===== config.mk =====
export PLATFORM = sky130hd
export DESIGN_NAME = go_to_goal_pose_controller_flat
export DESIGN_NICKNAME = d
export VERILOG_FILES = /design/src/rtl/core/ggpc_pkg.sv /design/src/rtl/core/ggpc_pose_if.sv /design/src/rtl/core/ggpc_cmd_if.sv /design/src/rtl/core/go_to_goal_pose_controller.sv /design/src/rtl/core/ggpc_sqrt.sv /design/src/rtl/core/ggpc_cordic.sv /design/src/flat_wrapper.sv
export SDC_FILE = /design/constraint.sdc
export NUM_CORES = 2
export LEC_CHECK = 0
export BUFFER_PORTS_ARGS = -buffer_cell sky130_fd_sc_hd__buf_2
export CORE_MARGIN = 2
export CORE_UTILIZATION = 30
export CTS_BUF_LIST = sky130_fd_sc_hd__clkbuf_4 sky130_fd_sc_hd__clkbuf_8 sky130_fd_sc_hd__clkbuf_16
export DETAILED_ROUTE_END_ITERATION = 10
export HOLD_SLACK_MARGIN = 0.1
export PLACE_DENSITY = 0.41
export SLEW_MARGIN = 10
export SYNTH_ARGS = -nofsm -noshare
export SYNTH_HDL_FRONTEND = slang
export SYNTH_SLANG_ARGS = --single-unit

===== constraint.sdc =====
create_clock -name clk -period 24.4 [get_ports clk]
set_input_delay 2.44 -clock clk [delete_from_list [all_inputs] [get_ports clk]]
set_output_delay 2.44 -clock clk [all_outputs]
set_load 0.05 [all_outputs]

===== src/rtl/core/ggpc_pkg.sv =====
// ----------------------------------------------------------------------------
// ggpc_pkg
// Shared widths, constants, codes and the arctangent table of the go-to-goal
// pose controller.
// ----------------------------------------------------------------------------
package ggpc_pkg;

    // pose offset to goal (Q6.10, one bit wider than the coordinates)
    localparam int OFS_W   = 17;
    // sum of squared offsets and its floor square root
    localparam int RAD_W   = 34;
    localparam int ROOT_W  = 17;
    // bearing and heading error in Q3.13
    localparam int ANG_W   = 18;
    // shared multiplier
    localparam int MUL_W   = 18;
    localparam int PROD_W  = 2 * MUL_W;
    // cordic angle accumulator, 2^30 per radian
    localparam int Z_W     = 34;

    localparam int ATAN_TBL_LEN = 24;
    localparam int ATAN_IDX_W   = 5;

    localparam logic signed [ANG_W-1:0] PI_Q13     = 18'sd25736;
    localparam logic signed [ANG_W-1:0] TWO_PI_Q13 = 18'sd51472;
    localparam logic signed [Z_W-1:0]   HALF_PI_Z  = 34'sd1686629713;

    // register indexes
    localparam logic [2:0] REG_GOAL_X       = 3'd0;
    localparam logic [2:0] REG_GOAL_Y       = 3'd1;
    localparam logic [2:0] REG_LINEAR_GAIN  = 3'd2;
    localparam logic [2:0] REG_ANGULAR_GAIN = 3'd3;
    localparam logic [2:0] REG_ARRIVE_TOL   = 3'd4;

    // run status codes
    localparam logic [1:0] ST_RUNNING  = 2'd0;
    localparam logic [1:0] ST_REACHED  = 2'd1;
    localparam logic [1:0] ST_CANCELED = 2'd2;
    localparam logic [1:0] ST_IDLE     = 2'd3;

    typedef struct packed {
        logic              busy;
        logic [ROOT_W-1:0] root;
    } sqrt_sts_t;

    typedef struct packed {
        logic                    busy;
        logic signed [ANG_W-1:0] bearing;
    } cordic_sts_t;

    // atan(2^-i) scaled by 2^30
    function automatic logic signed [Z_W-1:0] atan_z(input logic [ATAN_IDX_W-1:0] idx);
        logic signed [Z_W-1:0] v;
        unique case (idx)
            5'd0:    v = 34'sd843314857;
            5'd1:    v = 34'sd497837829;
            5'd2:    v = 34'sd263043836;
            5'd3:    v = 34'sd133525159;
            5'd4:    v = 34'sd67021687;
            5'd5:    v = 34'sd33543516;
            5'd6:    v = 34'sd16775851;
            5'd7:    v = 34'sd8388437;
            5'd8:    v = 34'sd4194283;
            5'd9:    v = 34'sd2097149;
            5'd10:   v = 34'sd1048576;
            5'd11:   v = 34'sd524288;
            5'd12:   v = 34'sd262144;
            5'd13:   v = 34'sd131072;
            5'd14:   v = 34'sd65536;
            5'd15:   v = 34'sd32768;
            5'd16:   v = 34'sd16384;
            5'd17:   v = 34'sd8192;
            5'd18:   v = 34'sd4096;
            5'd19:   v = 34'sd2048;
            5'd20:   v = 34'sd1024;
            5'd21:   v = 34'sd512;
            5'd22:   v = 34'sd256;
            5'd23:   v = 34'sd128;
            default: v = '0;
        endcase
        return v;
    endfunction

endpackage


===== src/rtl/core/ggpc_pose_if.sv =====
// ----------------------------------------------------------------------------
// ggpc_pose_if
// Pose channel: one item per control tick, valid/ready handshake.
// ----------------------------------------------------------------------------
interface ggpc_pose_if;
    logic               valid;
    logic               ready;
    logic signed [15:0] pose_x;
    logic signed [15:0] pose_y;
    logic signed [15:0] pose_heading;
    logic               cancel_request;

    modport source (
        output valid,
        output pose_x,
        output pose_y,
        output pose_heading,
        output cancel_request,
        input  ready
    );

    modport sink (
        input  valid,
        input  pose_x,
        input  pose_y,
        input  pose_heading,
        input  cancel_request,
        output ready
    );
endinterface


===== src/rtl/core/ggpc_cmd_if.sv =====
// ----------------------------------------------------------------------------
// ggpc_cmd_if
// Command channel: one result item per pose item, valid/ready handshake.
// ----------------------------------------------------------------------------
interface ggpc_cmd_if;
    logic               valid;
    logic               ready;
    logic        [15:0] linear_cmd;
    logic signed [15:0] angular_cmd;
    logic        [15:0] goal_distance;
    logic        [1:0]  run_status;

    modport source (
        output valid,
        output linear_cmd,
        output angular_cmd,
        output goal_distance,
        output run_status,
        input  ready
    );

    modport sink (
        input  valid,
        input  linear_cmd,
        input  angular_cmd,
        input  goal_distance,
        input  run_status,
        output ready
    );
endinterface


===== src/rtl/core/go_to_goal_pose_controller.sv =====
// ----------------------------------------------------------------------------
// go_to_goal_pose_controller
// Proportional go-to-goal law for a unicycle: distance and cordic bearing to
// the goal, wrapped heading error, saturating speed and turn rate commands.
// ----------------------------------------------------------------------------
//  channel   direction  handshake            payload
//  pose      in         pose.valid/ready     pose_x, pose_y, pose_heading,
//                                            cancel_request
//  cmd       out        cmd.valid/ready      linear_cmd, angular_cmd,
//                                            goal_distance, run_status
//  apb       in         psel/penable/pwrite  paddr, pwdata, prdata, pready
//
//  a running item steps through sqx, sqy, sum and run, where the square root
//  and cordic work alongside, then lin, ang and fin unless the goal is reached,
//  and done; it makes up to four passes through the shared multiplier. idle and
//  cancel items go from accept straight to done. one item is in work at a time;
//  the next is taken while the previous result waits.
//  reset loads the register reset values and arms the goal; no memory sweep.
// ----------------------------------------------------------------------------
module go_to_goal_pose_controller
    import ggpc_pkg::*;
#(
    parameter int CORDIC_STEPS = 16
)
(
    input  logic        clk,
    input  logic        rst_n,
    ggpc_pose_if.sink   pose,
    ggpc_cmd_if.source  cmd,
    input  logic        psel,
    input  logic        penable,
    input  logic        pwrite,
    input  logic [4:0]  paddr,
    input  logic [31:0] pwdata,
    output logic [31:0] prdata,
    output logic        pready
);

    typedef enum logic [3:0] {
        S_IDLE,
        S_SQX,
        S_SQY,
        S_SUM,
        S_RUN,
        S_LIN,
        S_ANG,
        S_FIN,
        S_DONE
    } state_t;

    state_t state_reg;

    logic signed [15:0] goal_x_reg;
    logic signed [15:0] goal_y_reg;
    logic [15:0]        linear_gain_reg;
    logic [15:0]        angular_gain_reg;
    logic [15:0]        arrive_tol_reg;
    logic               goal_active_reg;
    logic               out_valid_reg;

    logic signed [OFS_W-1:0]  dx_reg;
    logic signed [OFS_W-1:0]  dy_reg;
    logic signed [15:0]       heading_reg;
    logic signed [PROD_W-1:0] mul_reg;
    logic [RAD_W-1:0]         acc_reg;
    logic [ROOT_W-1:0]        dist_reg;
    logic signed [ANG_W-1:0]  err_reg;
    logic [15:0]              res_lin_reg;
    logic signed [15:0]       res_ang_reg;
    logic [15:0]              res_dist_reg;
    logic [1:0]               res_stat_reg;
    logic [15:0]              out_lin_reg;
    logic signed [15:0]       out_ang_reg;
    logic [15:0]              out_dist_reg;
    logic [1:0]               out_stat_reg;

    logic                     pose_acc;
    logic                     cfg_wr;
    logic [2:0]               cfg_idx;
    logic                     units_done;
    logic                     reached;
    logic                     out_load;
    logic signed [MUL_W-1:0]  mul_a;
    logic signed [MUL_W-1:0]  mul_b;
    logic [RAD_W-1:0]         radicand;
    logic signed [ANG_W-1:0]  err_raw;
    logic signed [ANG_W-1:0]  err_wrap;
    logic [15:0]              dist_sat;
    logic signed [PROD_W-1:0] lin_rnd;
    logic signed [PROD_W-1:0] ang_rnd;
    logic signed [PROD_W-1:0] ang_sh;
    logic [15:0]              lin_sat;
    logic signed [15:0]       ang_sat;
    logic                     sqrt_start;

    sqrt_sts_t   sqrt_sts;
    cordic_sts_t cordic_sts;

    // ---------------- handshakes ----------------
    assign pose.ready = (state_reg == S_IDLE);
    assign pose_acc   = pose.valid && pose.ready;
    assign out_load   = (state_reg == S_DONE) && (!out_valid_reg || cmd.ready);

    assign cfg_wr  = psel && penable && pwrite;
    assign cfg_idx = paddr[4:2];
    assign pready  = 1'b1;

    always_comb
    begin
        unique case (cfg_idx)
            REG_GOAL_X:       prdata = {{16{goal_x_reg[15]}}, goal_x_reg};
            REG_GOAL_Y:       prdata = {{16{goal_y_reg[15]}}, goal_y_reg};
            REG_LINEAR_GAIN:  prdata = {16'b0, linear_gain_reg};
            REG_ANGULAR_GAIN: prdata = {16'b0, angular_gain_reg};
            REG_ARRIVE_TOL:   prdata = {16'b0, arrive_tol_reg};
            default:          prdata = '0;
        endcase
    end

    // ---------------- shared multiplier operands ----------------
    always_comb
    begin
        unique case (state_reg)
            S_SQX:
            begin
                mul_a = MUL_W'(dx_reg);
                mul_b = MUL_W'(dx_reg);
            end
            S_SQY:
            begin
                mul_a = MUL_W'(dy_reg);
                mul_b = MUL_W'(dy_reg);
            end
            S_LIN:
            begin
                mul_a = {2'b00, linear_gain_reg};
                mul_b = {1'b0, dist_reg};
            end
            S_ANG:
            begin
                mul_a = {2'b00, angular_gain_reg};
                mul_b = err_reg;
            end
            default:
            begin
                mul_a = '0;
                mul_b = '0;
            end
        endcase
    end

    // ---------------- arithmetic units ----------------
    assign sqrt_start = (state_reg == S_SUM);
    assign radicand   = acc_reg + RAD_W'(mul_reg);

    ggpc_sqrt u_sqrt (
        .clk      (clk),
        .rst_n    (rst_n),
        .start    (sqrt_start),
        .radicand (radicand),
        .sts      (sqrt_sts)
    );

    ggpc_cordic #(
        .STEPS (CORDIC_STEPS)
    ) u_cordic (
        .clk   (clk),
        .rst_n (rst_n),
        .start (sqrt_start),
        .dx    (dx_reg),
        .dy    (dy_reg),
        .sts   (cordic_sts)
    );

    assign units_done = !sqrt_sts.busy && !cordic_sts.busy;
    assign reached    = (sqrt_sts.root < {1'b0, arrive_tol_reg});
    assign dist_sat   = sqrt_sts.root[ROOT_W-1] ? 16'hFFFF : sqrt_sts.root[15:0];

    // heading error wrapped by one turn
    assign err_raw = cordic_sts.bearing - ANG_W'(heading_reg);
    always_comb
    begin
        priority if (err_raw > PI_Q13)
        begin
            err_wrap = err_raw - TWO_PI_Q13;
        end
        else if (err_raw < -PI_Q13)
        begin
            err_wrap = err_raw + TWO_PI_Q13;
        end
        else
        begin
            err_wrap = err_raw;
        end
    end

    // rounding and saturation of the gain products
    assign lin_rnd = mul_reg + PROD_W'(2048);
    assign lin_sat = (lin_rnd[PROD_W-1:28] != '0) ? 16'hFFFF : lin_rnd[27:12];

    assign ang_rnd = mul_reg + PROD_W'(16384);
    assign ang_sh  = ang_rnd >>> 15;
    always_comb
    begin
        priority if (ang_sh > PROD_W'(32767))
        begin
            ang_sat = 16'sh7FFF;
        end
        else if (ang_sh < -PROD_W'(32768))
        begin
            ang_sat = -16'sh8000;
        end
        else
        begin
            ang_sat = ang_sh[15:0];
        end
    end

    // ---------------- sequencer and control registers ----------------
    always_ff @(posedge clk or negedge rst_n)
    begin
        if (!rst_n)
        begin
            state_reg        <= S_IDLE;
            goal_x_reg       <= '0;
            goal_y_reg       <= '0;
            linear_gain_reg  <= 16'd4096;
            angular_gain_reg <= 16'd16384;
            arrive_tol_reg   <= 16'd102;
            goal_active_reg  <= 1'b1;
            out_valid_reg    <= 1'b0;
        end
        else
        begin
            if (cfg_wr)
            begin
                unique case (cfg_idx)
                    REG_GOAL_X:       goal_x_reg       <= pwdata[15:0];
                    REG_GOAL_Y:       goal_y_reg       <= pwdata[15:0];
                    REG_LINEAR_GAIN:  linear_gain_reg  <= pwdata[15:0];
                    REG_ANGULAR_GAIN: angular_gain_reg <= pwdata[15:0];
                    REG_ARRIVE_TOL:   arrive_tol_reg   <= pwdata[15:0];
                    default:          ;
                endcase
                if (cfg_idx <= REG_ARRIVE_TOL)
                begin
                    goal_active_reg <= 1'b1;
                end
            end

            if (out_load)
            begin
                out_valid_reg <= 1'b1;
            end
            else if (cmd.ready)
            begin
                out_valid_reg <= 1'b0;
            end

            unique case (state_reg)
                S_IDLE:
                begin
                    if (pose_acc)
                    begin
                        priority if (!goal_active_reg)
                        begin
                            state_reg <= S_DONE;
                        end
                        else if (pose.cancel_request)
                        begin
                            goal_active_reg <= 1'b0;
                            state_reg       <= S_DONE;
                        end
                        else
                        begin
                            state_reg <= S_SQX;
                        end
                    end
                end
                S_SQX: state_reg <= S_SQY;
                S_SQY: state_reg <= S_SUM;
                S_SUM: state_reg <= S_RUN;
                S_RUN:
                begin
                    if (units_done)
                    begin
                        if (reached)
                        begin
                            goal_active_reg <= 1'b0;
                            state_reg       <= S_DONE;
                        end
                        else
                        begin
                            state_reg <= S_LIN;
                        end
                    end
                end
                S_LIN: state_reg <= S_ANG;
                S_ANG: state_reg <= S_FIN;
                S_FIN: state_reg <= S_DONE;
                S_DONE:
                begin
                    if (out_load)
                    begin
                        state_reg <= S_IDLE;
                    end
                end
                default: state_reg <= S_IDLE;
            endcase
        end
    end

    // ---------------- datapath registers ----------------
    always_ff @(posedge clk)
    begin
        mul_reg <= mul_a * mul_b;

        if (pose_acc)
        begin
            dx_reg       <= OFS_W'(goal_x_reg) - OFS_W'(pose.pose_x);
            dy_reg       <= OFS_W'(goal_y_reg) - OFS_W'(pose.pose_y);
            heading_reg  <= pose.pose_heading;
            res_lin_reg  <= '0;
            res_ang_reg  <= '0;
            res_dist_reg <= '0;
            if (!goal_active_reg)
            begin
                res_stat_reg <= ST_IDLE;
            end
            else
            begin
                res_stat_reg <= ST_CANCELED;
            end
        end

        if (state_reg == S_SQY)
        begin
            acc_reg <= RAD_W'(mul_reg);
        end

        if ((state_reg == S_RUN) && units_done)
        begin
            dist_reg     <= sqrt_sts.root;
            err_reg      <= err_wrap;
            res_dist_reg <= dist_sat;
            res_stat_reg <= reached ? ST_REACHED : ST_RUNNING;
        end

        if (state_reg == S_ANG)
        begin
            res_lin_reg <= lin_sat;
        end

        if (state_reg == S_FIN)
        begin
            res_ang_reg <= ang_sat;
        end

        if (out_load)
        begin
            out_lin_reg  <= res_lin_reg;
            out_ang_reg  <= res_ang_reg;
            out_dist_reg <= res_dist_reg;
            out_stat_reg <= res_stat_reg;
        end
    end

    assign cmd.valid         = out_valid_reg;
    assign cmd.linear_cmd    = out_lin_reg;
    assign cmd.angular_cmd   = out_ang_reg;
    assign cmd.goal_distance = out_dist_reg;
    assign cmd.run_status    = out_stat_reg;

`ifndef SYNTHESIS
    // no pose is taken while the root or bearing is still being worked out
    assert property (@(posedge clk) disable iff (!rst_n)
        pose.ready |-> (!sqrt_sts.busy && !cordic_sts.busy))
        else $error("pose taken while arithmetic units busy");

    // an idle result carries no motion and no distance
    assert property (@(posedge clk) disable iff (!rst_n)
        (cmd.valid && (cmd.run_status == ST_IDLE)) |->
        ((cmd.linear_cmd == '0) && (cmd.angular_cmd == '0) && (cmd.goal_distance == '0)))
        else $error("idle result with nonzero fields");

    // a fresh reached or canceled result leaves the goal disarmed
    assert property (@(posedge clk) disable iff (!rst_n)
        ($rose(cmd.valid) &&
         ((cmd.run_status == ST_REACHED) || (cmd.run_status == ST_CANCELED)))
        |-> !goal_active_reg)
        else $error("goal still armed after stop result");

    // a reached result stops the robot
    assert property (@(posedge clk) disable iff (!rst_n)
        (cmd.valid && (cmd.run_status == ST_REACHED)) |->
        ((cmd.linear_cmd == '0) && (cmd.angular_cmd == '0)))
        else $error("reached result with nonzero commands");
`endif

endmodule


===== src/rtl/core/ggpc_sqrt.sv =====
// ----------------------------------------------------------------------------
// ggpc_sqrt
// Iterative floor square root, one result bit per cycle.
// ----------------------------------------------------------------------------
module ggpc_sqrt
    import ggpc_pkg::*;
(
    input  logic             clk,
    input  logic             rst_n,
    input  logic             start,
    input  logic [RAD_W-1:0] radicand,
    output sqrt_sts_t        sts
);

    localparam int REM_W = ROOT_W + 3;
    localparam int CNT_W = $clog2(ROOT_W);
    localparam logic [CNT_W-1:0] LAST = CNT_W'(ROOT_W - 1);

    logic             busy_reg;
    logic [CNT_W-1:0] cnt_reg;
    logic [RAD_W-1:0] rad_reg;
    logic [REM_W-1:0] rem_reg;
    logic [ROOT_W-1:0] root_reg;

    logic [REM_W-1:0]  rem_sh;
    logic [REM_W-1:0]  trial;
    logic [REM_W-1:0]  rem_next;
    logic [ROOT_W-1:0] root_next;

    always_comb
    begin
        rem_sh = {rem_reg[REM_W-3:0], rad_reg[RAD_W-1 -: 2]};
        trial  = {1'b0, root_reg, 2'b01};
        if (rem_sh >= trial)
        begin
            rem_next  = rem_sh - trial;
            root_next = {root_reg[ROOT_W-2:0], 1'b1};
        end
        else
        begin
            rem_next  = rem_sh;
            root_next = {root_reg[ROOT_W-2:0], 1'b0};
        end
    end

    always_ff @(posedge clk or negedge rst_n)
    begin
        if (!rst_n)
        begin
            busy_reg <= 1'b0;
            cnt_reg  <= '0;
        end
        else if (start)
        begin
            busy_reg <= 1'b1;
            cnt_reg  <= '0;
        end
        else if (busy_reg)
        begin
            cnt_reg <= cnt_reg + 1'b1;
            if (cnt_reg == LAST)
            begin
                busy_reg <= 1'b0;
            end
        end
    end

    always_ff @(posedge clk)
    begin
        if (start)
        begin
            rad_reg  <= radicand;
            rem_reg  <= '0;
            root_reg <= '0;
        end
        else if (busy_reg)
        begin
            rad_reg  <= {rad_reg[RAD_W-3:0], 2'b00};
            rem_reg  <= rem_next;
            root_reg <= root_next;
        end
    end

    assign sts.busy = busy_reg;
    assign sts.root = root_reg;

endmodule


===== src/rtl/core/ggpc_cordic.sv =====
// ----------------------------------------------------------------------------
// ggpc_cordic
// Iterative cordic in vectoring mode: bearing of the offset in Q3.13.
// ----------------------------------------------------------------------------
module ggpc_cordic
    import ggpc_pkg::*;
#(
    parameter int STEPS = 16
)
(
    input  logic                    clk,
    input  logic                    rst_n,
    input  logic                    start,
    input  logic signed [OFS_W-1:0] dx,
    input  logic signed [OFS_W-1:0] dy,
    output cordic_sts_t             sts
);

    localparam int XY_W  = 28;
    localparam int CNT_W = $clog2(STEPS);
    localparam logic [CNT_W-1:0] LAST = CNT_W'(STEPS - 1);

    logic                   busy_reg;
    logic [CNT_W-1:0]       cnt_reg;
    logic                   zero_reg;
    logic signed [XY_W-1:0] x_reg;
    logic signed [XY_W-1:0] y_reg;
    logic signed [Z_W-1:0]  z_reg;

    logic signed [XY_W-1:0] x0;
    logic signed [XY_W-1:0] y0;
    logic signed [XY_W-1:0] xs;
    logic signed [XY_W-1:0] ys;
    logic signed [Z_W-1:0]  step_z;
    logic signed [Z_W-1:0]  z_rnd;

    // offsets scaled by 256
    assign x0 = {{(XY_W-OFS_W-8){dx[OFS_W-1]}}, dx, 8'b0};
    assign y0 = {{(XY_W-OFS_W-8){dy[OFS_W-1]}}, dy, 8'b0};

    assign xs     = x_reg >>> cnt_reg;
    assign ys     = y_reg >>> cnt_reg;
    assign step_z = atan_z(ATAN_IDX_W'(cnt_reg));

    always_ff @(posedge clk or negedge rst_n)
    begin
        if (!rst_n)
        begin
            busy_reg <= 1'b0;
            cnt_reg  <= '0;
        end
        else if (start)
        begin
            busy_reg <= 1'b1;
            cnt_reg  <= '0;
        end
        else if (busy_reg)
        begin
            cnt_reg <= cnt_reg + 1'b1;
            if (cnt_reg == LAST)
            begin
                busy_reg <= 1'b0;
            end
        end
    end

    always_ff @(posedge clk)
    begin
        if (start)
        begin
            zero_reg <= (dx == '0) && (dy == '0);
            // left half plane: rotate by a quarter turn first
            if (x0 < 0)
            begin
                if (y0 >= 0)
                begin
                    x_reg <= y0;
                    y_reg <= -x0;
                    z_reg <= HALF_PI_Z;
                end
                else
                begin
                    x_reg <= -y0;
                    y_reg <= x0;
                    z_reg <= -HALF_PI_Z;
                end
            end
            else
            begin
                x_reg <= x0;
                y_reg <= y0;
                z_reg <= '0;
            end
        end
        else if (busy_reg)
        begin
            if (y_reg > 0)
            begin
                x_reg <= x_reg + ys;
                y_reg <= y_reg - xs;
                z_reg <= z_reg + step_z;
            end
            else
            begin
                x_reg <= x_reg - ys;
                y_reg <= y_reg + xs;
                z_reg <= z_reg - step_z;
            end
        end
    end

    // round half up from 2^30 per radian to Q3.13
    assign z_rnd    = z_reg + 34'sd65536;
    assign sts.busy = busy_reg;
    assign sts.bearing = zero_reg ? '0 : {z_rnd[Z_W-1], z_rnd[Z_W-1:17]};

endmodule

===== src/flat_wrapper.sv =====
// flat-port wrapper written by rule: the top's interface ports become plain ports
module go_to_goal_pose_controller_flat import ggpc_pkg::*;
#(
    parameter int CORDIC_STEPS = 16
)
  (clk, rst_n, psel, penable, pwrite, paddr, pwdata, prdata, pready, pose_valid, pose_pose_x, pose_pose_y, pose_pose_heading, pose_cancel_request, pose_ready, cmd_valid, cmd_linear_cmd, cmd_angular_cmd, cmd_goal_distance, cmd_run_status, cmd_ready);
  ggpc_pose_if pose_i ();
  ggpc_cmd_if cmd_i ();
  input  logic clk;
  input  logic rst_n;
  input  logic psel;
  input  logic penable;
  input  logic pwrite;
  input  logic [4:0] paddr;
  input  logic [31:0] pwdata;
  output logic [31:0] prdata;
  output logic pready;
  input wire logic [$bits(pose_i.valid)-1:0] pose_valid;
  input wire logic [$bits(pose_i.pose_x)-1:0] pose_pose_x;
  input wire logic [$bits(pose_i.pose_y)-1:0] pose_pose_y;
  input wire logic [$bits(pose_i.pose_heading)-1:0] pose_pose_heading;
  input wire logic [$bits(pose_i.cancel_request)-1:0] pose_cancel_request;
  output wire logic [$bits(pose_i.ready)-1:0] pose_ready;
  output wire logic [$bits(cmd_i.valid)-1:0] cmd_valid;
  output wire logic [$bits(cmd_i.linear_cmd)-1:0] cmd_linear_cmd;
  output wire logic [$bits(cmd_i.angular_cmd)-1:0] cmd_angular_cmd;
  output wire logic [$bits(cmd_i.goal_distance)-1:0] cmd_goal_distance;
  output wire logic [$bits(cmd_i.run_status)-1:0] cmd_run_status;
  input wire logic [$bits(cmd_i.ready)-1:0] cmd_ready;
  assign pose_i.valid = pose_valid;
  assign pose_i.pose_x = pose_pose_x;
  assign pose_i.pose_y = pose_pose_y;
  assign pose_i.pose_heading = pose_pose_heading;
  assign pose_i.cancel_request = pose_cancel_request;
  assign pose_ready = pose_i.ready;
  assign cmd_valid = cmd_i.valid;
  assign cmd_linear_cmd = cmd_i.linear_cmd;
  assign cmd_angular_cmd = cmd_i.angular_cmd;
  assign cmd_goal_distance = cmd_i.goal_distance;
  assign cmd_run_status = cmd_i.run_status;
  assign cmd_i.ready = cmd_ready;
  go_to_goal_pose_controller #(.CORDIC_STEPS(CORDIC_STEPS)) u_core (.clk(clk), .rst_n(rst_n), .pose(pose_i), .cmd(cmd_i), .psel(psel), .penable(penable), .pwrite(pwrite), .paddr(paddr), .pwdata(pwdata), .prdata(prdata), .pready(pready));
endmodule

# After elaboration in Yosys (flattened, before gate mapping)
# Memories as Yosys holds them, arrays and structs flattened.
# Index checks and enable logic that the tools add are counted.
word_totals:
  reg_bits: 512
  wordCells: 177
  rom_bits: 480
  memories: 1
  inputBits: 93
  out_inout_bits: 85
op_classes:
  eq_ne: 17
  n_mul: 1
  shift: 2
  n_mux: 64
  reduce_logical: 28
  magnitude_cmp: 10
  n_addsub: 20
memory_table:
  columns: ["name", "words", "word_bits", "read_ports", "rd_clocked_by_memory_dff", "write_ports", "line_no", "text"]
  rows:
  - ["(no name shown)", 16, 30, 1, 0, 0, "ggpc_pkg.sv:54", "unique case (idx)"]
ops:
  columns: ["operator", "count"]
  rows:
  - ["$mux W28", 10]
  - ["$mux W34", 7]
  - ["$pmux W32 S5", 1]
  - ["$pmux W18 S4", 2]
  - ["$mux W16", 8]
  - ["$mux W18", 4]
  - ["$add A34 B34 Y34", 2]
  - ["$add A28 B28 Y28", 2]
  - ["$neg A25 Y28", 2]
  - ["$sshr A28 B4 Y28", 2]
  - ["$sub A28 B28 Y28", 2]
  - ["$add A36 B13 Y36 const B", 1]
  - ["$add A36 B16 Y36 const B", 1]
  - ["$mul A18 B18 Y36", 1]
  - ["$pmux W4 S9", 1]
  - ["$add A34 B18 Y34 const B", 1]
  - ["$logic_not A17 Y1", 2]
  - ["$sub A16 B16 Y17", 2]
  - ["$sub A34 B34 Y34", 1]
  - ["$mux W4", 8]
  - ["$gt A28 B1 Y1 const B", 1]
  - ["$ge A25 B1 Y1 const B", 1]
  - ["$lt A25 B1 Y1 const B", 1]
  - ["$gt A21 B16 Y1 const B", 1]
  - ["other kinds (35)", 78]

# Depth between registers and ports, before layout
depth:
  word_depth: 7
  depth_mapped: 31
  depth_no_buf: 29

# Hierarchy
# A second synthesis with hierarchy kept.
hier_totals:
  cells_unflattened: 5123
  area_unflattened_um2: 48651.7
modules_own_cells:
  columns: ["module", "area_each_um2", "n_inst", "cells_per_inst", "seq_area_each_um2"]
  rows:
  - ["go_to_goal_pose_controller", 29717.3, 1, 2963, 9457.8]
  - ["ggpc_cordic", 14438.8, 1, 1714, 2857.7]
  - ["ggpc_sqrt", 4495.6, 1, 446, 1871.8]

# Worst setup path before layout
# Ideal clock, no wire load.
synth_path:
  path_kind: "register to register"
  startpoint: "register u_core.state_reg[0]"
  endpoint: "register u_core.mul_reg[35]"
  path_stages_with_launch: 30
  setup_ns: 0.072
  synth_period_minus_slack_ns: 8.736
  arrival_ns: 8.664
  path_slack_ns: 15.664
  path_cell_list: "dfrtp_1 > clkbuf_1 > nand2b_1 > nor3_1 > clkbuf_1 > a22o_1 > a221oi_1 > clkbuf_1 > nor2_1 > fa_1 > inv_1 > fa_1 > inv_1 > fa_1 > fa_1 > fa_1 > inv_1 > fa_1 > inv_1 > ha_1 > a21oi_1 > nor2b_1 > o21ai_0 > nand2b_1 > a21oi_1 > nand2b_1 > a41oi_1 > a221o_1 > a21oi_1 > xnor2_1"
synth_via:
  elab_chain_len: 3
synth_rtl:
  columns: ["item", "line_no", "text"]
  rows:
  - ["start, declared", "go_to_goal_pose_controller.sv:51", "state_t state_reg;"]
  - ["start signal, assigned", "go_to_goal_pose_controller.sv:224", "state_reg <= S_IDLE;"]
  - ["start signal, assigned", "go_to_goal_pose_controller.sv:267", "state_reg <= S_DONE;"]
  - ["start signal, assigned", "go_to_goal_pose_controller.sv:272", "state_reg <= S_DONE;"]
  - ["$eq A4 B3 Y1, or another cell as far along", "go_to_goal_pose_controller.sv:123", "unique case (state_reg)"]
  - ["$pmux W18 S4", "go_to_goal_pose_controller.sv:123", null]
  - ["$mul A18 B18 Y36 *", "go_to_goal_pose_controller.sv:316", "mul_reg <= mul_a * mul_b;"]
  - ["end signal, assigned", "go_to_goal_pose_controller.sv:316", null]
  - ["end, declared", "go_to_goal_pose_controller.sv:64", "logic signed [PROD_W-1:0] mul_reg;"]
# Mark *: on every way between the ends. The rest lies on a longest branch, timed or not.
# A chain may end at the register's enable or synchronous reset.

# Worst setup path in the final report
layout_path:
  startpoint: "register u_core.state_reg[0]"
  endpoint: "register u_core.mul_reg[33]"
# The elaborated chain is that of the path after synthesis.

==> metrics.md <==
| Metric | Value |
|---|---|
| CTS tree | built |
| Setup Skew | 0.0332 ns |
| Clock tree root driver cell | clkbuf_16 |
| Initial core utilization | 0.302 |
| Post-route non-filler standard cell count | 7159 |
| Worst hold margin | 0.413 ns |
| GP Congestion | 0.840 |
| Power per cell area | 170 nW/um2 |
| Synth Instances | 4961 |
| Total CTS buffers | 70 |
| CTS Hold Bufs | 0 |
| Period utilisation layout | 0.389 |
| Vias/cell | 5.13 |
| Drt first pass iters | 5 |
| CP Max Fanout | 51 |
| Worst Path Arrival | 10.02 ns |
| Placed cell count | 7032 |
| Seq/Total Area, Yosys | 0.300 |
| I/O pin count | 178 |
| CP Launch Type | flop |
| Worst Setup Path Type | flop to flop |
| Top cells by area, synth | edfxtp_1 (22%), fa_1 (14%), ha_1 (8.3%), dfrtp_1 (4.8%), inv_1 (4.6%) |
| Die W | 401 um |
| Max Cap Violations | 0 |
| Mapped cell area | 47300 um2 |
| HP Class | flop to flop |
| Outcome | complete, no violations |
| Clock Path Buffers | 3 |
| Worst path slowest cell | buf_4 |
| Most common library cells after synthesis | inv_1 (578), nor2_1 (444), nand2_1 (407) |
| Slew @ Worst Pin | 1.20 ns |
| DRC | 0 |
| Synth Register Bits | 512 |
| Clock-pin slew on the worst setup and hold paths | 0.06 ns |
| Post-CTS setup buffer count | 0 |
| Grt ovf | 0 |
| Final setup violation count | 0 |
| WP data required | 24.94 ns |
| Crit path time final | 9.48 ns |
| Pin count of the biggest net entering global routing | 67 |
| First-pass GRT wire length | 233000 um |
| Total track usage | 0.189 |
| Initial DRC Count | 2428 |
| Asr flop ratio synth | 0.189 |
| Max VDD drop | 0.0792 mV |
| Final Slew Violations | 0 |
| Via count | 36700 |
| Slew margin rel. | 0.185 |
| Setup_tns | 0 ns |
| CTS H-tree lvls | 3 |
| Area growth from synthesis to layout | 11.8% |
| Sink Count | 512 |
| Max frequency | 0.105 GHz |
| Wire per inst | 21.3 um |
| Final #Nets | 5778 |
| Crit end category | flop |
| Die area | 161000 um2 |
| Post-CTS Resized | 0 |
| DP HPWL | 118000 um |
| # rows | 145 |
| Largest register FFs | 36 |
| Final ANT Viol Nets | 0 |
| Post-synth top area share | 0.219 |
| Static Leak | 22.7 nW |
| Share of layout cells above drive strength 1 | 0.114 |
| Yosys warnings | 0 |
| RSZ-0062 raised after global routing | no |
| Syn nets | 5693 |
| Prevailing post-synth register cell | edfxtp_1 |
| Distinct cells, synth | 96 |
| Core box area | 156000 um2 |
| Avg Inst Size Synth | 9.53 um2 |
| Detailed Route WL | 152000 um |
| Most common cell in the netlist | inv_1 |
| I/O Buffers | 158 |
| Initial antenna violation count | 8 |
| Vias in the first global route | 36300 |
| Cell taking the most area after synthesis | edfxtp_1 |
| Top cell by count, worst path | fa_1 |
| CP peak stage delay | 0.59 ns |
| Die Y | 401 um |
| Post-synth EDFFs | 344 |
| Final Hold Vio Count | 0 |
| Skew-Pair Late Insertion Delay | 0.68 ns |
==> area by class of cell <==
cell class	instances	area [um2]
Clock buffer	97	2050
Sequential cell	512	14200
Inverter	585	2200
Clock inverter	27	383
Timing Repair Buffer	232	1350
Fill cell	16300	104000
Antenna cell	3	7.51
Tap cell	2058	2570
Multi-Input combinational cell	3645	30100
==> power by group <==
part           leakage (nW)  total [mW]  internal, mW  switching, mW
registers              5.03        1.86          1.52          0.339
logic                  16.5        6.00          2.40           3.61
clock network          1.20        1.10         0.663          0.437
total                  22.7        8.97          4.59           4.38
==> metal layers <==
metal | vias up | wire length, um | share of wire | GRT usage
met5 | - | 21 | 0.00014 | 0
li1 | 17500 | - | - | -
met1 | 18300 | 75600 | 0.50 | 0.281
met3 | 127 | 7740 | 0.051 | 0.0277
met2 | 762 | 66500 | 0.44 | 0.288
met4 | 4 | 2640 | 0.017 | 0.0410
==> path summary, 6_finish.rpt <==
path | startpoint | end | slack [ns] | cells past startpoint
max in group asynchronous | rst_n | u_core.u_cordic.cnt_reg[0] | 21.19 | 2
worst min register to register | u_core.res_dist_reg[15] | u_core.cmd.goal_distance[15] | 0.41 | 0
worst max register to register | u_core.state_reg[0] | u_core.mul_reg[33] | 14.92 | 29
worst min-delay path | u_core.res_dist_reg[15] | u_core.cmd.goal_distance[15] | 0.41 | 0
min in group asynchronous | rst_n | u_core.goal_y_reg[11] | 1.79 | 1
worst max-delay path | u_core.state_reg[0] | u_core.mul_reg[33] | 14.92 | 29
==> layout by cell type (no fill, tap or decap), types with 49 or more instances in the layout <==
master	instances
xnor2_1	188
a211oi_1	57
dfrtp_1	85
nor2_1	440
nand2b_1	56
a22oi_1	49
a21o_1	95
nand3_1	91
inv_1	577
dfxtp_1	71
fa_1	325
mux2i_1	84
a21oi_1	251
buf_2	157
o21ai_0	275
buf_4	75
nor3_1	69
xor2_1	154
ha_1	314
clkbuf_16	71
nand2_1	407
mux2_2	112
edfxtp_1	344
==> kinds of logic (layout without fill, tap and decap cells) <==
kind of cell | count (synthesis) | after routing | synth area share
AOI/OAI and AO/OA | 1112 | 1112 | 0.153
xor gates and xnor gates | 344 | 344 | 0.0642
adders and majority gates | 639 | 639 | 0.221
buffers and inverters | 804 | 941 | 0.0663
DFF | 512 | 512 | 0.300
muxes | 254 | 254 | 0.0708
other | 1 | 4 | 0.0000794
and+or+nand+nor | 1295 | 1295 | 0.124
==> critical path, delay by kind of cell (launching register included) <==
kind            cells  cell delay (ns)
fa+ha+maj           7             3.50
buf+inv             7             1.92
compound gates      8             1.75
simple gates        6             1.41
flops               1             0.46
xor+xnor            1             0.22
==> through the flow <==
| step | util | setup WS, ns | total power, mW | cell area [um2] |
|---|---|---|---|---|
| 6_report | 0.338 | 14.92 | 8.97 | 52800 |
| 5_1_grt | 0.338 | 14.22 | 9.81 | 52800 |
| 4_1_cts | 0.338 | 14.89 | 9.02 | 52800 |
| 3_5_place_dp | 0.322 | 14.97 | 7.86 | 50400 |
| 3_3_place_gp | 0.322 | 14.96 | 7.84 | 50400 |
| 2_1_floorplan | - | 15.66 | 6.30 | 47300 |
Note: power is estimated with default switching activity, not from simulation.
